--- src/rtl/msfc_pkg.sv ---
// shared types, codes and helpers for the search compare filter
package msfc_pkg;

  localparam int unsigned VALUE_BITS_DEF = 64;
  localparam int unsigned CFG_IDX_W = 8;
  localparam int unsigned SUM_LAT = 5;

  localparam logic [CFG_IDX_W-1:0] REG_MODE  = 8'd0;
  localparam logic [CFG_IDX_W-1:0] REG_FLOAT = 8'd1;
  localparam logic [CFG_IDX_W-1:0] REG_USE   = 8'd2;
  localparam logic [CFG_IDX_W-1:0] REG_VALUE = 8'd3;

  typedef enum logic [2:0] {
    CMP_EQ  = 3'd0,
    CMP_GT  = 3'd1,
    CMP_LT  = 3'd2,
    CMP_NE  = 3'd3,
    CMP_INC = 3'd4,
    CMP_DEC = 3'd5
  } cmp_mode_e;

  typedef enum logic [1:0] {
    V_KEEP    = 2'd0,
    V_REJECT  = 2'd1,
    V_INVALID = 2'd2
  } verdict_e;

  typedef struct packed {
    cmp_mode_e mode;
    logic      fmode;
    logic      useval;
  } cfg_t;

  // unpacked single: value = 1.man[22:0] * 2^exp when finite and nonzero
  typedef struct packed {
    logic              sgn;
    logic              zero;
    logic              inf;
    logic              nan;
    logic signed [9:0] exp;
    logic [23:0]       man;
  } uf_t;

  // rounded sum, msb of man at bit 52 weighs 2^exp
  typedef struct packed {
    logic               sgn;
    logic               zero;
    logic               inf;
    logic               nan;
    logic signed [10:0] exp;
    logic [52:0]        man;
  } res_t;

  typedef struct packed {
    verdict_e pre;
    logic     need;
    uf_t      t;
  } dec_t;

  function automatic logic [6:0] lzc64(input logic [63:0] x);
    logic [6:0] n;
    n = 7'd64;
    for (int i = 0; i < 64; i++) begin
      if (x[i]) n = 7'(63 - i);
    end
    return n;
  endfunction

  function automatic verdict_e keep(input logic c);
    return c ? V_KEEP : V_REJECT;
  endfunction

endpackage

--- src/rtl/msfc_front.sv ---
// input stage: operand masking, wrapped integer sums, float unpacking
module msfc_front #(
  parameter int unsigned VALUE_BITS = msfc_pkg::VALUE_BITS_DEF
) (
  input  logic                  clk_i,
  input  logic                  en_i,
  input  logic [63:0]           value_i,
  input  logic [63:0]           prev_i,
  input  logic [63:0]           cur_i,
  output logic [VALUE_BITS-1:0] p_o,
  output logic [VALUE_BITS-1:0] c_o,
  output logic [VALUE_BITS-1:0] v_o,
  output logic [VALUE_BITS-1:0] pv_o,
  output logic [VALUE_BITS-1:0] cv_o,
  output msfc_pkg::uf_t         fp_o,
  output msfc_pkg::uf_t         fc_o,
  output msfc_pkg::uf_t         fv_o,
  output logic [31:0]           fpb_o,
  output logic [31:0]           fcb_o,
  output logic [31:0]           fvb_o
);
  import msfc_pkg::*;

  function automatic uf_t unpack(input logic [31:0] b);
    uf_t        u;
    logic [6:0] lz;
    u     = '0;
    u.sgn = b[31];
    lz    = lzc64({1'b0, b[22:0], 40'd0});
    if (b[30:23] == 8'hff) begin
      u.inf = (b[22:0] == 23'd0);
      u.nan = (b[22:0] != 23'd0);
    end else if (b[30:23] == 8'h00) begin
      if (b[22:0] == 23'd0) begin
        u.zero = 1'b1;
      end else begin
        u.man = {1'b0, b[22:0]} << lz[4:0];
        u.exp = -10'sd126 - $signed({5'd0, lz[4:0]});
      end
    end else begin
      u.man = {1'b1, b[22:0]};
      u.exp = $signed({2'd0, b[30:23]}) - 10'sd127;
    end
    return u;
  endfunction

  logic [VALUE_BITS-1:0] p, c, v;
  logic [VALUE_BITS-1:0] p_q, c_q, v_q, pv_q, cv_q;
  uf_t                   fp_q, fc_q, fv_q;
  logic [31:0]           fpb_q, fcb_q, fvb_q;

  assign p = prev_i[VALUE_BITS-1:0];
  assign c = cur_i[VALUE_BITS-1:0];
  assign v = value_i[VALUE_BITS-1:0];

  always_ff @(posedge clk_i) begin
    if (en_i) begin
      p_q   <= p;
      c_q   <= c;
      v_q   <= v;
      pv_q  <= p + v;
      cv_q  <= c + v;
      fp_q  <= unpack(prev_i[31:0]);
      fc_q  <= unpack(cur_i[31:0]);
      fv_q  <= unpack(value_i[31:0]);
      fpb_q <= prev_i[31:0];
      fcb_q <= cur_i[31:0];
      fvb_q <= value_i[31:0];
    end
  end

  assign p_o   = p_q;
  assign c_o   = c_q;
  assign v_o   = v_q;
  assign pv_o  = pv_q;
  assign cv_o  = cv_q;
  assign fp_o  = fp_q;
  assign fc_o  = fc_q;
  assign fv_o  = fv_q;
  assign fpb_o = fpb_q;
  assign fcb_o = fcb_q;
  assign fvb_o = fvb_q;

endmodule

--- src/rtl/msfc_decide.sv ---
// decision stage: compares, floors, conversions and adder operand select
module msfc_decide #(
  parameter int unsigned VALUE_BITS = msfc_pkg::VALUE_BITS_DEF
) (
  input  logic                  clk_i,
  input  logic                  en_i,
  input  msfc_pkg::cfg_t        cfg_i,
  input  logic [VALUE_BITS-1:0] p_i,
  input  logic [VALUE_BITS-1:0] c_i,
  input  logic [VALUE_BITS-1:0] v_i,
  input  logic [VALUE_BITS-1:0] pv_i,
  input  logic [VALUE_BITS-1:0] cv_i,
  input  msfc_pkg::uf_t         fp_i,
  input  msfc_pkg::uf_t         fc_i,
  input  msfc_pkg::uf_t         fv_i,
  input  logic [31:0]           fpb_i,
  input  logic [31:0]           fcb_i,
  input  logic [31:0]           fvb_i,
  output msfc_pkg::uf_t         x_o,
  output msfc_pkg::uf_t         y_o,
  output logic                  single_o,
  output msfc_pkg::dec_t        dec_o
);
  import msfc_pkg::*;

  function automatic uf_t floor_uf(input uf_t x);
    uf_t         r;
    logic [4:0]  sh;
    logic [23:0] mask, masked;
    logic [24:0] bump;
    r      = x;
    sh     = 5'(5'd23 - x.exp[4:0]);
    mask   = 24'((25'd1 << sh) - 25'd1);
    masked = x.man & ~mask;
    bump   = {1'b0, masked} + (25'd1 << sh);
    if (!x.zero && !x.inf && !x.nan && x.exp < 10'sd23) begin
      if (x.exp < 10'sd0) begin
        r.exp = 10'sd0;
        if (x.sgn) begin
          r.man = 24'h800000;
        end else begin
          r.zero = 1'b1;
          r.man  = 24'd0;
        end
      end else if (x.sgn && ((x.man & mask) != 24'd0)) begin
        if (bump[24]) begin
          r.man = 24'h800000;
          r.exp = x.exp + 10'sd1;
        end else begin
          r.man = bump[23:0];
        end
      end else begin
        r.man = masked;
      end
    end
    return r;
  endfunction

  function automatic logic is_frac(input uf_t x);
    logic [4:0]  sh;
    logic [23:0] mask;
    logic        f;
    sh   = 5'(5'd23 - x.exp[4:0]);
    mask = 24'((25'd1 << sh) - 25'd1);
    if (x.nan) f = 1'b1;
    else if (x.inf || x.zero || x.exp >= 10'sd23) f = 1'b0;
    else if (x.exp < 10'sd0) f = 1'b1;
    else f = ((x.man & mask) != 24'd0);
    return f;
  endfunction

  function automatic logic uf_eq(input uf_t a, input uf_t b);
    logic e;
    if (a.nan || b.nan) e = 1'b0;
    else if (a.zero || b.zero) e = a.zero && b.zero;
    else if (a.inf || b.inf) e = a.inf && b.inf && (a.sgn == b.sgn);
    else e = (a.sgn == b.sgn) && (a.exp == b.exp) && (a.man == b.man);
    return e;
  endfunction

  function automatic logic [31:0] to_u32(input logic [31:0] b);
    logic [31:0] r;
    logic [7:0]  e;
    logic [3:0]  shl;
    logic [4:0]  shr;
    e   = b[30:23];
    shl = 4'(e - 8'd150);
    shr = 5'(8'd150 - e);
    if (b[31] || b[30:0] == 31'd0 || (e == 8'hff && b[22:0] != 23'd0)) r = 32'd0;
    else if (e >= 8'd159) r = 32'hffff_ffff;
    else if (e < 8'd127) r = 32'd0;
    else if (e >= 8'd150) r = {8'd0, 1'b1, b[22:0]} << shl;
    else r = {8'd0, 1'b1, b[22:0]} >> shr;
    return r;
  endfunction

  function automatic logic [31:0] fkey(input logic [31:0] b);
    logic [31:0] k;
    if (b[30:0] == 31'd0) k = 32'h8000_0000;
    else if (b[31]) k = ~b;
    else k = {1'b1, b[30:0]};
    return k;
  endfunction

  function automatic verdict_e order_v(input cmp_mode_e m, input logic eq, input logic lt,
                                       input logic gt);
    verdict_e r;
    case (m)
      CMP_EQ:          r = keep(eq);
      CMP_GT, CMP_INC: r = keep(lt);
      CMP_LT, CMP_DEC: r = keep(gt);
      CMP_NE:          r = keep(!eq);
      default:         r = V_INVALID;
    endcase
    return r;
  endfunction

  uf_t         flp, flc, x_d, t_d;
  uf_t         x_q, y_q;
  logic        frac, ord, keq, klt, kgt, need_d, single_q;
  logic [31:0] up, uc, kc, kv;
  verdict_e    pre_d;
  dec_t        dec_q;

  always_comb begin
    flp  = floor_uf(fp_i);
    flc  = floor_uf(fc_i);
    frac = is_frac(fv_i);
    up   = to_u32(fpb_i);
    uc   = to_u32(fcb_i);
    kc   = fkey(fcb_i);
    kv   = fkey(fvb_i);
    ord  = !fc_i.nan && !fv_i.nan;
    keq  = ord && (kc == kv);
    klt  = ord && (kc < kv);
    kgt  = ord && (kc > kv);

    need_d = 1'b0;
    x_d    = frac ? fc_i : flc;
    t_d    = frac ? fp_i : flp;
    if (cfg_i.mode == CMP_INC) begin
      x_d = frac ? fp_i : flp;
      t_d = frac ? fc_i : flc;
    end

    if (cfg_i.fmode) begin
      if (cfg_i.useval) begin
        if (fc_i.nan) begin
          pre_d = V_INVALID;
        end else begin
          case (cfg_i.mode)
            CMP_EQ:  pre_d = frac ? keep(keq) : keep(uf_eq(flc, fv_i));
            CMP_GT:  pre_d = keep(kgt);
            CMP_LT:  pre_d = keep(klt);
            CMP_NE:  pre_d = keep(!keq);
            CMP_INC, CMP_DEC: begin
              pre_d  = V_REJECT;
              need_d = 1'b1;
            end
            default: pre_d = V_INVALID;
          endcase
        end
      end else begin
        pre_d = order_v(cfg_i.mode, up == uc, up < uc, up > uc);
      end
    end else if (cfg_i.useval) begin
      case (cfg_i.mode)
        CMP_EQ:  pre_d = keep(c_i == v_i);
        CMP_GT:  pre_d = keep(c_i > v_i);
        CMP_LT:  pre_d = keep(c_i < v_i);
        CMP_NE:  pre_d = keep(c_i != v_i);
        CMP_INC: pre_d = keep(c_i == pv_i);
        CMP_DEC: pre_d = keep(cv_i == p_i);
        default: pre_d = V_INVALID;
      endcase
    end else begin
      pre_d = order_v(cfg_i.mode, p_i == c_i, p_i < c_i, p_i > c_i);
    end
  end

  always_ff @(posedge clk_i) begin
    if (en_i) begin
      x_q        <= x_d;
      y_q        <= fv_i;
      single_q   <= frac;
      dec_q.pre  <= pre_d;
      dec_q.need <= need_d;
      dec_q.t    <= t_d;
    end
  end

  assign x_o      = x_q;
  assign y_o      = y_q;
  assign single_o = single_q;
  assign dec_o    = dec_q;

endmodule

--- src/rtl/msfc_sum.sv ---
// pipelined float adder: align, add, count, normalize with double rounding, single rounding
module msfc_sum (
  input  logic           clk_i,
  input  logic           en_i,
  input  msfc_pkg::uf_t  a_i,
  input  msfc_pkg::uf_t  b_i,
  input  logic           single_i,
  output msfc_pkg::res_t res_o
);
  import msfc_pkg::*;

  typedef struct packed {
    logic               sgn;
    logic signed [10:0] exp;
    logic               nan;
    logic               inf;
    logic               isg;
    logic               single;
  } tag_t;

  // align
  logic signed [10:0] ea, eb, ebig, esml, exp_gap;
  logic               a_big;
  logic [23:0]        mbig, msml;
  logic [5:0]         dcl;
  logic [57:0]        ext, shf, lost;
  tag_t               tag_d;
  logic [58:0]        big1_q, sml1_q;
  logic               sub1_q;
  tag_t               tag1_q;

  always_comb begin
    ea      = a_i.zero ? -11'sd512 : $signed({a_i.exp[9], a_i.exp});
    eb      = b_i.zero ? -11'sd512 : $signed({b_i.exp[9], b_i.exp});
    a_big   = (ea > eb) || ((ea == eb) && (a_i.man >= b_i.man));
    ebig    = a_big ? ea : eb;
    esml    = a_big ? eb : ea;
    mbig    = a_big ? a_i.man : b_i.man;
    msml    = a_big ? b_i.man : a_i.man;
    exp_gap = ebig - esml;
    dcl     = (exp_gap > 11'sd58) ? 6'd59 : 6'(exp_gap);
    ext     = {msml, 34'd0};
    shf     = ext >> dcl;
    lost    = ext & 58'((64'd1 << dcl) - 64'd1);
    tag_d.sgn    = a_big ? a_i.sgn : b_i.sgn;
    tag_d.exp    = ebig;
    tag_d.nan    = a_i.nan || b_i.nan || (a_i.inf && b_i.inf && (a_i.sgn != b_i.sgn));
    tag_d.inf    = a_i.inf || b_i.inf;
    tag_d.isg    = a_i.inf ? a_i.sgn : b_i.sgn;
    tag_d.single = single_i;
  end

  always_ff @(posedge clk_i) begin
    if (en_i) begin
      big1_q <= {1'b0, mbig, 34'd0};
      sml1_q <= {1'b0, shf | {57'd0, |lost}};
      sub1_q <= a_i.sgn ^ b_i.sgn;
      tag1_q <= tag_d;
    end
  end

  // add
  logic [58:0] s2_q;
  tag_t        tag2_q;

  always_ff @(posedge clk_i) begin
    if (en_i) begin
      s2_q   <= sub1_q ? (big1_q - sml1_q) : (big1_q + sml1_q);
      tag2_q <= tag1_q;
    end
  end

  // leading zero count
  logic [58:0] s3_q;
  logic [5:0]  lz3_q;
  logic        zero3_q;
  tag_t        tag3_q;
  logic [6:0]  lz;

  assign lz = lzc64({s2_q, 5'd0});

  always_ff @(posedge clk_i) begin
    if (en_i) begin
      s3_q    <= s2_q;
      lz3_q   <= lz[5:0];
      zero3_q <= (s2_q == 59'd0);
      tag3_q  <= tag2_q;
    end
  end

  // normalize and round to double
  logic [58:0]        nrm;
  logic [53:0]        rnd;
  logic               inc_d;
  logic signed [10:0] e_d;
  logic [52:0]        m4_q;
  logic signed [10:0] e4_q;
  logic               zero4_q;
  tag_t               tag4_q;

  always_comb begin
    nrm   = s3_q << lz3_q;
    inc_d = nrm[5] && ((|nrm[4:0]) || nrm[6]);
    rnd   = {1'b0, nrm[58:6]} + {53'd0, inc_d};
    e_d   = tag3_q.exp + 11'sd1 - $signed({5'd0, lz3_q});
  end

  always_ff @(posedge clk_i) begin
    if (en_i) begin
      m4_q    <= rnd[53] ? {1'b1, 52'd0} : rnd[52:0];
      e4_q    <= rnd[53] ? e_d + 11'sd1 : e_d;
      zero4_q <= zero3_q;
      tag4_q  <= tag3_q;
    end
  end

  // optional rounding to single and special values
  logic [24:0]        r24;
  logic               inc_s;
  logic signed [10:0] es;
  res_t               res_d, res_q;

  always_comb begin
    inc_s = m4_q[28] && ((|m4_q[27:0]) || m4_q[29]);
    r24   = {1'b0, m4_q[52:29]} + {24'd0, inc_s};
    es    = r24[24] ? e4_q + 11'sd1 : e4_q;
    res_d.sgn  = tag4_q.sgn;
    res_d.zero = 1'b0;
    res_d.inf  = 1'b0;
    res_d.nan  = 1'b0;
    res_d.exp  = e4_q;
    res_d.man  = m4_q;
    if (tag4_q.nan) begin
      res_d.nan = 1'b1;
    end else if (tag4_q.inf) begin
      res_d.inf = 1'b1;
      res_d.sgn = tag4_q.isg;
    end else if (zero4_q) begin
      res_d.zero = 1'b1;
    end else if (tag4_q.single) begin
      res_d.exp = es;
      res_d.man = {(r24[24] ? 24'h800000 : r24[23:0]), 29'd0};
      res_d.inf = (es > 11'sd127);
    end
  end

  always_ff @(posedge clk_i) begin
    if (en_i) begin
      res_q <= res_d;
    end
  end

  assign res_o = res_q;

endmodule

--- src/rtl/memory_search_compare_filter_core.sv ---
// top level of the search candidate compare filter
//
// Takes one transfer per cycle while the output is not stalled and returns one
// verdict per transfer, in order. The verdict passes through eight register
// stages, the last being the output register. The depth is set by the float
// adder used for increased and decreased searches against a value: alignment,
// addition, leading zero count, normalization with double rounding, and single
// rounding each take one stage.
// Configuration writes are always taken and must happen while no transfer is
// in flight.
module memory_search_compare_filter_core #(
  parameter int unsigned VALUE_BITS = msfc_pkg::VALUE_BITS_DEF
) (
  input  logic                           clk_i,
  input  logic                           rst_ni,
  input  logic                           cfg_valid_i,
  output logic                           cfg_ready_o,
  input  logic [msfc_pkg::CFG_IDX_W-1:0] cfg_index_i,
  input  logic [63:0]                    cfg_data_i,
  input  logic                           in_valid_i,
  output logic                           in_ready_o,
  input  logic [63:0]                    previous_value_i,
  input  logic [63:0]                    current_value_i,
  output logic                           out_valid_o,
  input  logic                           out_ready_i,
  output logic [1:0]                     verdict_o
);
  import msfc_pkg::*;

  localparam int unsigned Stages = SUM_LAT + 3;

  function automatic logic res_eq(input res_t r, input uf_t t);
    logic e;
    if (r.nan || t.nan) e = 1'b0;
    else if (r.zero || t.zero) e = r.zero && t.zero;
    else if (r.inf || t.inf) e = r.inf && t.inf && (r.sgn == t.sgn);
    else e = (r.sgn == t.sgn) && (r.exp == $signed({t.exp[9], t.exp}))
             && (r.man == {t.man, 29'd0});
    return e;
  endfunction

  cfg_t        cfg_q;
  logic [63:0] value_q;
  logic [Stages-1:0] vld_q;
  logic        en;

  logic [VALUE_BITS-1:0] p, c, v, pv, cv;
  uf_t         fp, fc, fv, x, y;
  logic [31:0] fpb, fcb, fvb;
  logic        single;
  dec_t        dec;
  res_t        res;
  dec_t        dpipe_q [SUM_LAT];
  verdict_e    verdict_d, verdict_q;

  assign en          = !vld_q[Stages-1] || out_ready_i;
  assign in_ready_o  = en;
  assign cfg_ready_o = 1'b1;

  always_ff @(posedge clk_i or negedge rst_ni) begin
    if (!rst_ni) begin
      cfg_q.mode   <= CMP_EQ;
      cfg_q.fmode  <= 1'b0;
      cfg_q.useval <= 1'b0;
      value_q      <= 64'd0;
    end else if (cfg_valid_i) begin
      case (cfg_index_i)
        REG_MODE:  cfg_q.mode   <= cmp_mode_e'(cfg_data_i[2:0]);
        REG_FLOAT: cfg_q.fmode  <= cfg_data_i[0];
        REG_USE:   cfg_q.useval <= cfg_data_i[0];
        REG_VALUE: value_q      <= cfg_data_i;
        default: ;
      endcase
    end
  end

  always_ff @(posedge clk_i or negedge rst_ni) begin
    if (!rst_ni) begin
      vld_q <= '0;
    end else if (en) begin
      vld_q <= {vld_q[Stages-2:0], in_valid_i};
    end
  end

  msfc_front #(.VALUE_BITS(VALUE_BITS)) u_front (
    .clk_i  (clk_i),
    .en_i   (en),
    .value_i(value_q),
    .prev_i (previous_value_i),
    .cur_i  (current_value_i),
    .p_o    (p),
    .c_o    (c),
    .v_o    (v),
    .pv_o   (pv),
    .cv_o   (cv),
    .fp_o   (fp),
    .fc_o   (fc),
    .fv_o   (fv),
    .fpb_o  (fpb),
    .fcb_o  (fcb),
    .fvb_o  (fvb)
  );

  msfc_decide #(.VALUE_BITS(VALUE_BITS)) u_decide (
    .clk_i   (clk_i),
    .en_i    (en),
    .cfg_i   (cfg_q),
    .p_i     (p),
    .c_i     (c),
    .v_i     (v),
    .pv_i    (pv),
    .cv_i    (cv),
    .fp_i    (fp),
    .fc_i    (fc),
    .fv_i    (fv),
    .fpb_i   (fpb),
    .fcb_i   (fcb),
    .fvb_i   (fvb),
    .x_o     (x),
    .y_o     (y),
    .single_o(single),
    .dec_o   (dec)
  );

  msfc_sum u_sum (
    .clk_i   (clk_i),
    .en_i    (en),
    .a_i     (x),
    .b_i     (y),
    .single_i(single),
    .res_o   (res)
  );

  // decision travels alongside the adder
  always_ff @(posedge clk_i) begin
    if (en) begin
      dpipe_q[0] <= dec;
      for (int i = 1; i < SUM_LAT; i++) begin
        dpipe_q[i] <= dpipe_q[i-1];
      end
    end
  end

  assign verdict_d = dpipe_q[SUM_LAT-1].need ? keep(res_eq(res, dpipe_q[SUM_LAT-1].t))
                                             : dpipe_q[SUM_LAT-1].pre;

  always_ff @(posedge clk_i) begin
    if (en) begin
      verdict_q <= verdict_d;
    end
  end

  assign out_valid_o = vld_q[Stages-1];
  assign verdict_o   = verdict_q;

endmodule
--- config.mk ---
export PLATFORM = sky130hd
export DESIGN_NAME = memory_search_compare_filter_core
export DESIGN_NICKNAME = d
export VERILOG_FILES = /design/src/rtl/msfc_pkg.sv /design/src/rtl/msfc_front.sv /design/src/rtl/msfc_decide.sv /design/src/rtl/msfc_sum.sv /design/src/rtl/memory_search_compare_filter_core.sv
export SDC_FILE = /design/constraint.sdc
export NUM_CORES = 2
export LEC_CHECK = 0
export BUFFER_PORTS_ARGS = -buffer_cell sky130_fd_sc_hd__buf_2
export CORE_ASPECT_RATIO = 1.5
export CORE_MARGIN = 1
export CORE_UTILIZATION = 60
export DETAILED_ROUTE_END_ITERATION = 7
export GPL_TIMING_DRIVEN = 0
export PLACE_DENSITY = 0.86
export SETUP_SLACK_MARGIN = 0.02
export SYNTH_ARGS = -nofsm -noshare
export SYNTH_HDL_FRONTEND = slang
export SYNTH_HIERARCHICAL = 1
export SYNTH_SLANG_ARGS = --single-unit
--- constraint.sdc ---
create_clock -name clk_i -period 42.6 [get_ports clk_i]
set_clock_uncertainty 0.2 [all_clocks]
set_input_delay 2.13 -clock clk_i [delete_from_list [all_inputs] [get_ports clk_i]]
set_output_delay 2.13 -clock clk_i [all_outputs]
set_load 0.01 [all_outputs]
=== Word level (Yosys, flattened, before mapping) ===
Memories as Yosys holds them, arrays and structs flattened.
Index checks and enable logic that the tools add are counted.
W data, S select, Z words.

* Output and inout port bits: 5
* RAM bits: 205
* Bits in read-only memories: 0
* Bits in latches: 0
* Memories: 1
* Word-level logic and storage cells: 554
* Input bits: 205
* Bits in registers: 1121

* Bitwise gates (word level): 17
* Reduce and logical (&&, ||, !) cells: 96
* Add/sub/neg operators: 32
* Magnitude comparators: 24
* Shift operators: 13
* Multipliers: 0
* Equal/unequal tests: 28
* Divide/modulo/power cells: 0
* Muxes and demuxes: 246

{| class="wikitable"
|+ Memory list
! memory !! depth !! bits a word !! rd ports !! clocked after memory_dff !! wr ports !! RTL line !! text
|-
| dpipe_q || 5 || 41 || 5 || 0 || 5 || memory_search_compare_filter_core.sv:53 || <nowiki>dec_t dpipe_q [SUM_LAT];</nowiki>
|}

{| class="wikitable"
|+ Operators with widths
! cell !! count
|-
| $mux W5 || 88
|-
| $mux W32 || 12
|-
| $mux W34 || 10
|-
| $eq A64 B64 Y1 || 4
|-
| $mux W64 || 4
|-
| $mux W24 || 9
|-
| $mux W6 || 28
|-
| $add A64 B64 Y64 || 2
|-
| $gt A64 B64 Y1 || 2
|-
| $lt A64 B64 Y1 || 2
|-
| $and A24 B24 Y24 || 5
|-
| $reduce_bool A23 Y1 || 5
|-
| $logic_not A31 Y1 || 3
|-
| $mux W38 || 2
|-
| $mux W37 || 2
|-
| $reduce_bool A24 Y1 || 3
|-
| $shl A23 B5 Y24 || 3
|-
| $sub A24 B1 Y24 const B || 3
|-
| $logic_not A23 Y1 || 3
|-
| $mux W11 || 6
|-
| $eq A32 B32 Y1 || 2
|-
| $gt A32 B32 Y1 || 2
|-
| $lt A32 B32 Y1 || 2
|-
| $ne A64 B64 Y1 || 1
|-
| other kinds (74) || 253
|}

=== Logic depth before layout (Yosys ltp) ===
* Word-level depth: 58
* Depth in mapped cells: 30
* Mapped depth without buffers: 26

=== By module ===
Netlist, hierarchy kept.

{| class="wikitable"
|+ By module, submodules not included
! module !! area an instance (um^2) !! cells each !! times used !! seq. area each (um^2)
|-
| msfc_sum || 27158.5 || 2709 || 1 || 11741.3
|-
| msfc_front || 26544.2 || 2516 || 1 || 12852.3
|-
| msfc_decide || 26013.7 || 3669 || 1 || 3543.4
|-
| memory_search_compare_filter_core || 9664.3 || 443 || 1 || 8142.8
|}

=== Worst setup path after synthesis ===
OpenSTA, ideal clock, no wires.

* Path type: input to register
* Start point: input port out_ready_i
* End point: register vld_q[0]
* Required time: 42.205 ns
* Buffers on the path: 1
* Stages on the path: 3
* Library setup time: 0.195 ns
* Setup slack: 4.825 ns
* Arrival time: 37.380 ns
* Path through: nand2b_1 clkbuf_1 mux2_2

* Cells in the longest elaborated chain, start to end: 1

{| class="wikitable"
|+ Ends and longest elaborated chain
! element !! RTL line !! text
|-
| start, declared || memory_search_compare_filter_core.sv:25 || <nowiki>input logic out_ready_i,</nowiki>
|-
| $logic_or A1 B1 Y1 || memory_search_compare_filter_core.sv:56 || <nowiki>assign en = !vld_q[Stages-1] || out_ready_i;</nowiki>
|-
| net in_ready_o || memory_search_compare_filter_core.sv:21 || <nowiki>output logic in_ready_o,</nowiki>
|-
| end signal, assigned || memory_search_compare_filter_core.sv:81 || <nowiki>vld_q <= {vld_q[Stages-2:0], in_valid_i};</nowiki>
|-
| end, declared || memory_search_compare_filter_core.sv:44 || <nowiki>logic [Stages-1:0] vld_q;</nowiki>
|}

The timed path passes the listed nets, and every way through them passes these cells.
A chain may end at the register's enable or synchronous reset.

=== Final worst setup path ===
* Start point: register u_front.fc_q (netlist bit u_front/fc_o[24])
* End point: register u_decide.dec_q (netlist bit u_decide/dec_o[39]) (data pin)

* Cells in the longest elaborated chain, start to end: 26
* Elaborated cells between the ends (all ways): 40
* Those cells by class: 4 x add/sub; 2 x order compare; 2 x eq/ne; 1 x shift; 21 x mux; 3 x bitwise; 7 x reduce/logical

{| class="wikitable"
|+ Ends and longest elaborated chain
! element !! RTL line !! text
|-
| start, declared || msfc_front.sv:49 || <nowiki>uf_t fp_q, fc_q, fv_q;</nowiki>
|-
| start signal, assigned || msfc_front.sv:64 || <nowiki>fc_q <= unpack(cur_i[31:0]);</nowiki>
|-
| $sub A5 B5 Y5 || msfc_decide.sv:32 || <nowiki>sh = 5'(5'd23 - x.exp[4:0]);</nowiki>
|-
| $shl A1 B5 Y25 || msfc_decide.sv:33 || <nowiki>mask = 24'((25'd1 << sh) - 25'd1);</nowiki>
|-
| $sub A24 B1 Y24 || msfc_decide.sv:33 ||
|-
| $not A24 Y24 || msfc_decide.sv:34 || <nowiki>masked = x.man & ~mask;</nowiki>
|-
| $and A24 B24 Y24 || msfc_decide.sv:34 ||
|-
| $add A24 B25 Y25 || msfc_decide.sv:35 || <nowiki>bump = {1'b0, masked} + (25'd1 << sh);</nowiki>
|-
| $mux W10 || msfc_decide.sv:46 || <nowiki>if (bump[24]) begin</nowiki>
|-
| $mux W10 || msfc_decide.sv:45 || <nowiki>end else if (x.sgn && ((x.man & mask) != 24'd0)) begin</nowiki>
|-
| (+11 left out) || - ||
|-
| $mux W1 * || msfc_decide.sv:146 || <nowiki>if (cfg_i.fmode) begin</nowiki>
|-
| $mux W1 * || msfc_pkg.sv:70 || <nowiki>return c ? V_KEEP : V_REJECT;</nowiki>
|-
| $mux W2 * || msfc_decide.sv:152 || <nowiki>CMP_EQ: pre_d = frac ? keep(keq) : keep(uf_eq(flc, fv_i));</nowiki>
|-
| $pmux W2 S5 * || msfc_decide.sv:151 || <nowiki>case (cfg_i.mode)</nowiki>
|-
| $mux W2 * || msfc_decide.sv:148 || <nowiki>if (fc_i.nan) begin</nowiki>
|-
| $mux W2 * || msfc_decide.sv:147 || <nowiki>if (cfg_i.useval) begin</nowiki>
|-
| $mux W2 * || msfc_decide.sv:146 ||
|-
| net u_decide.pre_d[0] || msfc_decide.sv:122 || <nowiki>verdict_e pre_d;</nowiki>
|-
| end, declared || msfc_decide.sv:123 || <nowiki>dec_t dec_q;</nowiki>
|}

Mark *: on every way through the listed nets, which the timed path passes. The rest lies on a longest branch. The select of a mux whose other input is x is not followed.

==> results <==
- The share of synthesized area in the top cell type comes to 0.384.
- The number of failing hold endpoints at the final stage is 0.
- The final worst-path cycle share is 0.241.
- The startpoint of the most critical hold path is dpipe_q[0][24].
- The gate count of the mapped netlist is 9337.
- The final reports fail on DRC, capacitance limit, slew limit.
- The slowest stage of the critical path belongs to the cell o41ai_1.
- The leakage component of the power is 39.0 nW.
- The final layout contains 10400 nets.
- In this run the register-to-register setup slack is 32310 ps.
- Entering global routing, the biggest net connects 76 pins.
- The share of synthesized registers carrying an async set or reset is 0.0631.
- The number of cells traversed by the worst hold path is 0.
- After clock tree synthesis, the clock-pin slew on the worst setup and hold paths is 70 ps.
- The total via count in the routed design is 83300.
- The critical path arrival is 10540 ps.
- Setup violations remaining at the end of the flow were counted as 0.
- With fillers left out, the area of the finished cells amounts to 97400 sq um.
- The global-route usage over all layers is 0.490.
- The row count is 173.
- The clock net sink count is 1221.
- The part of the Yosys area used for sequential elements is 0.406.
- The die covers 151000 sq um.
- The later pin in the worst-skew pair is clocked with a latency of 870 ps.
- Setup repair after global routing left no endpoint under its margin.
- The share of total power dissipated in the clock network is 0.132.
- The run finished, with violations left.
- The startpoint of the worst register-to-register path is u_front/fc_o[24].
- The number of synthesized flops with an enable pin is 1144.
- The met1 track demand over resource is 0.457.
- The number of pins exceeding their max-slew limit in the final report is 14.
- The clock tree from TritonCTS is yes.
- Among all flip-flop cells after synthesis, the most frequent one is edfxtp_1.
- The detail route stage leaves a number of antenna-violating nets equal to 0.
- The worst path in the final design needs a cycle of 10290 ps, including I/O delays and setup.
- The initial antenna violation count was 45.
- The headroom to the max-slew limit is -0.145.
- The starting density of the core is 0.604.
- The kind of path behind the tightest hold check is reg -> reg.
- The number of cells on the worst reg-to-reg path is 25.
- The dominant cell type by count on the critical path is ha_1.
- The total of hold buffers inserted after clock tree synthesis is 0.
- Compared with the post-synthesis result, the final layout area differs by 8.93%.
- Grouping stages by cell kind, the critical path spends the most delay in compound AO/OA/AOI/OAI gates.
- In this run, post-CTS repair resized a total of 0 instances.
- The number of distinct library cells after synthesis is 128.
- Dividing the detail-routed wire length by the instance count gives 32.1 um.
- The critical path depth is 25.
- The kind of end point of the critical path is a register.
- The die width is 317 um.
- Of all nets on the critical path, the largest fanout is 10.
- The met3 capacity usage during global routing is 0.142.
- The average via count per standard cell is 7.10.
- The worst voltage drop across the vdd grid is 0.0742 mV.
- The layer flagged by global routing as most heavily used is met2.
- The cell-internal power is 4.06 mW.
- During synthesis, Yosys emitted a total of 6 warnings.
- The power per cell area is 84.5 nW/um^2.
- After detailed routing, the number of remaining DRC violations is 2.
- In the global route stage, met2 resource usage came out at 0.805.
- For the pin with the worst max-slew slack, the measured transition is 1700 ps.
- The congestion estimate from routability-driven global placement came to 1.14.
- In this run the critical register-to-register path is captured at u_decide/dec_o[39].
- By area the synthesized netlist is led by edfxtp_1, ha_1, xnor2_1, nand2_1, a21oi_1.
- The total nets after synthesis is 10000.
- The longest individual stage delay on the worst path is 700 ps.
- In this run the count of I/O pins placed on the die edge is 210.
- Measured along the y axis, the die boundary spans 475 um.
- The number of buffers between clock root and the deepest sink is 3.
- The portion of total power attributed to sequential cells is 0.290.
- Once placement finished, the instance area stood at 93300 sq um.
- After floorplanning, the core was sized to cover 148000 sq um.
- The first global-routing pass estimated 534 mm of wire.
- The number of register bits inferred by synthesis is 1221.
- Summed over all layers, the global routing overflow is 0.
- The count of input and output buffers is 208.
- The share of power burned in combinational logic is 0.578.
- The number of global-route vias before repair is 80600.
- Together, buffers and inverters on the worst path number 2.
- Before antenna repair, the detailed router went through 8 iterations.
- Static timing analysis puts the maximum clock frequency at 0.0972 GHz.
- The final setup TNS is 0 ps.
- The detailed-route wire length is 376 mm.
- The cell accounting for the most synthesized area is edfxtp_1.
- The mean cell area of the mapped netlist is 9.57 sq um.
- The number of buffers inserted during clock tree synthesis is 114.
- The worst setup path is of the reg -> reg kind.
- Of the total power, the share spent switching nets is 0.507.
- In this run the clock root is driven by a clkbuf_16.
- STA classifies the critical path startpoint as a register.
- In the final layout, the share of cells above drive strength 1 is 0.0982.
- For this block, the initial DRC count from the detailed router was 12000.
- The placed wire-length estimate is 287 mm.
- The H-tree generated during clock tree synthesis spans 3 levels.
- The required time of the worst setup path is 42850 ps.
- The number of max-cap violations is 6.
- The number of post-CTS setup repair buffers is 0.
- The switching power is 4.17 mW.
- The netlist area before placement is 89400 sq um.
- The worst hold path terminates at dpipe_q[0][65].
==> cell type report <==
| class | count | area (sq um) |
|---|---|---|
| plain buffers | 563 | 2690 |
| well taps | 1925 | 2410 |
| multi-input cells | 7131 | 48900 |
| repair buffers | 228 | 1550 |
| clock buffers | 138 | 2990 |
| diodes | 32 | 80.1 |
| clock inverters | 77 | 927 |
| fillers | 11700 | 50700 |
| inverters | 422 | 1580 |
| flip-flops and latches | 1221 | 36300 |
==> power by group through the flow <==
stage	registers, mW	clock network (mW)	logic (mW)
after global routing	2.40	1.13	4.94
after global placement	2.84	0	4.37
after CTS	2.35	1.08	4.47
after floorplan	2.52	0	3.00
after detailed placement	2.36	0	4.44
final	2.39	1.09	4.75
==> worst reg2reg max path: cells and delay by family, from the launching register on <==
kind | cells | cell delay (ps)
simple gates | 6 | 2280
flops | 1 | 560
compound gates | 11 | 4340
fa+ha+maj | 4 | 1480
buf+inv | 2 | 600
xor+xnor | 1 | 120
mux | 1 | 330
==> cell usage after synthesis (all sizes together) (96+ instances only) <==
cell type / number
nor4: 141
a21o: 208
clkbuf: 350
mux2: 149
mux2i: 283
and3: 97
nor3: 173
nor2: 797
a21oi: 633
and2: 127
nand4: 160
nand2: 866
o21ai: 597
a211oi: 107
inv: 417
xor2: 227
xnor2: 382
nand2b: 123
nand3: 214
a31oi: 96
buf: 213
edfxtp: 1144
ha: 491
==> cells by family after synthesis <==
group,synth area share
and+or+nand+nor,0.163
AOI/OAI and AO/OA,0.183
DFF,0.406
buffers and inverters,0.0478
xor gates and xnor gates,0.0597
muxes,0.0704
adders and majority gates,0.0696
other,0.0000420
==> placed cells by master, fill, tap and decap left out, types with 77 or more instances in the layout <==
master	synthesis	final
nor3_1	169	168
a21oi_1	629	629
and2_1	124	124
mux2i_1	282	282
clkbuf_1	349	367
nand4_1	159	159
ha_1	491	491
o22ai_1	83	83
nand2b_1	123	123
mux4_2	79	79
o21ai_0	568	567
nor2b_1	95	95
dfrtp_1	77	77
a21o_1	208	208
buf_2	56	263
a31oi_1	96	96
nand3_1	213	213
nor4_1	139	138
nor2_1	793	793
edfxtp_1	1144	1144
inv_1	411	411
mux2_2	148	148
nand2_1	865	865
a211oi_1	105	105
xnor2_1	382	382
xor2_1	227	227
and3_1	97	97
clkbuf_16	0	114
buf_4	112	115
==> registers in the layout, summed over array words and instances (netlist names), 24 cells and up <==
register / cells
u_decide/y_o: 38
u_front/fc_o: 36
value_q: 64
u_decide/x_o: 38
u_sum/s3_q: 59
u_sum/res_o: 68
u_front/c_o: 64
u_front/fp_o: 36
u_sum/s2_q: 59
u_front/cv_o: 64
dpipe_q: 205
u_front/fv_o: 36
u_front/pv_o: 64
u_decide/dec_o: 41
u_sum/big1_q: 24
u_front/p_o: 64
u_sum/m4_q: 53
u_front/v_o: 64
u_sum/sml1_q: 58
==> per-layer routing <==
| metal | up-vias | wire length (um) |
|---|---|---|
| met4 | 26 | 54500 |
| li1 | 35500 | - |
| met5 | - | 195 |
| met2 | 6247 | 173000 |
| met3 | 2547 | 37700 |
| met1 | 39000 | 111000 |
==> how the worst max path moves through the flow <==
stage | from | end | slack (ps)
final | u_front/fc_o[24] | u_decide/dec_o[39] | 32310
after global routing | u_front/fc_o[24] | u_decide/dec_o[39] | 32180
after CTS | u_front/fc_o[24] | u_decide/dec_o[39] | 32830
after detailed placement | u_front/fc_o[24] | u_decide/dec_o[39] | 32840
after global placement | out_ready_i | in_ready_o | -6420
after floorplan | out_ready_i | vld_q[0] | 4830
==> through the flow <==
stage          instances  hold WS, ps  power, mW   util  setup slack (ps)
2_1_floorplan       9337          200       5.52      -              4830
3_3_place_gp       11500          200       7.21  0.627             -6420
3_5_place_dp       11500          205       6.79  0.630             32840
4_1_cts            11700          202       7.90  0.657             32830
5_1_grt            11700          205       8.47  0.657             32180
6_report           11700          202       8.22  0.658             32310
(Power assumes the default switching activity.)
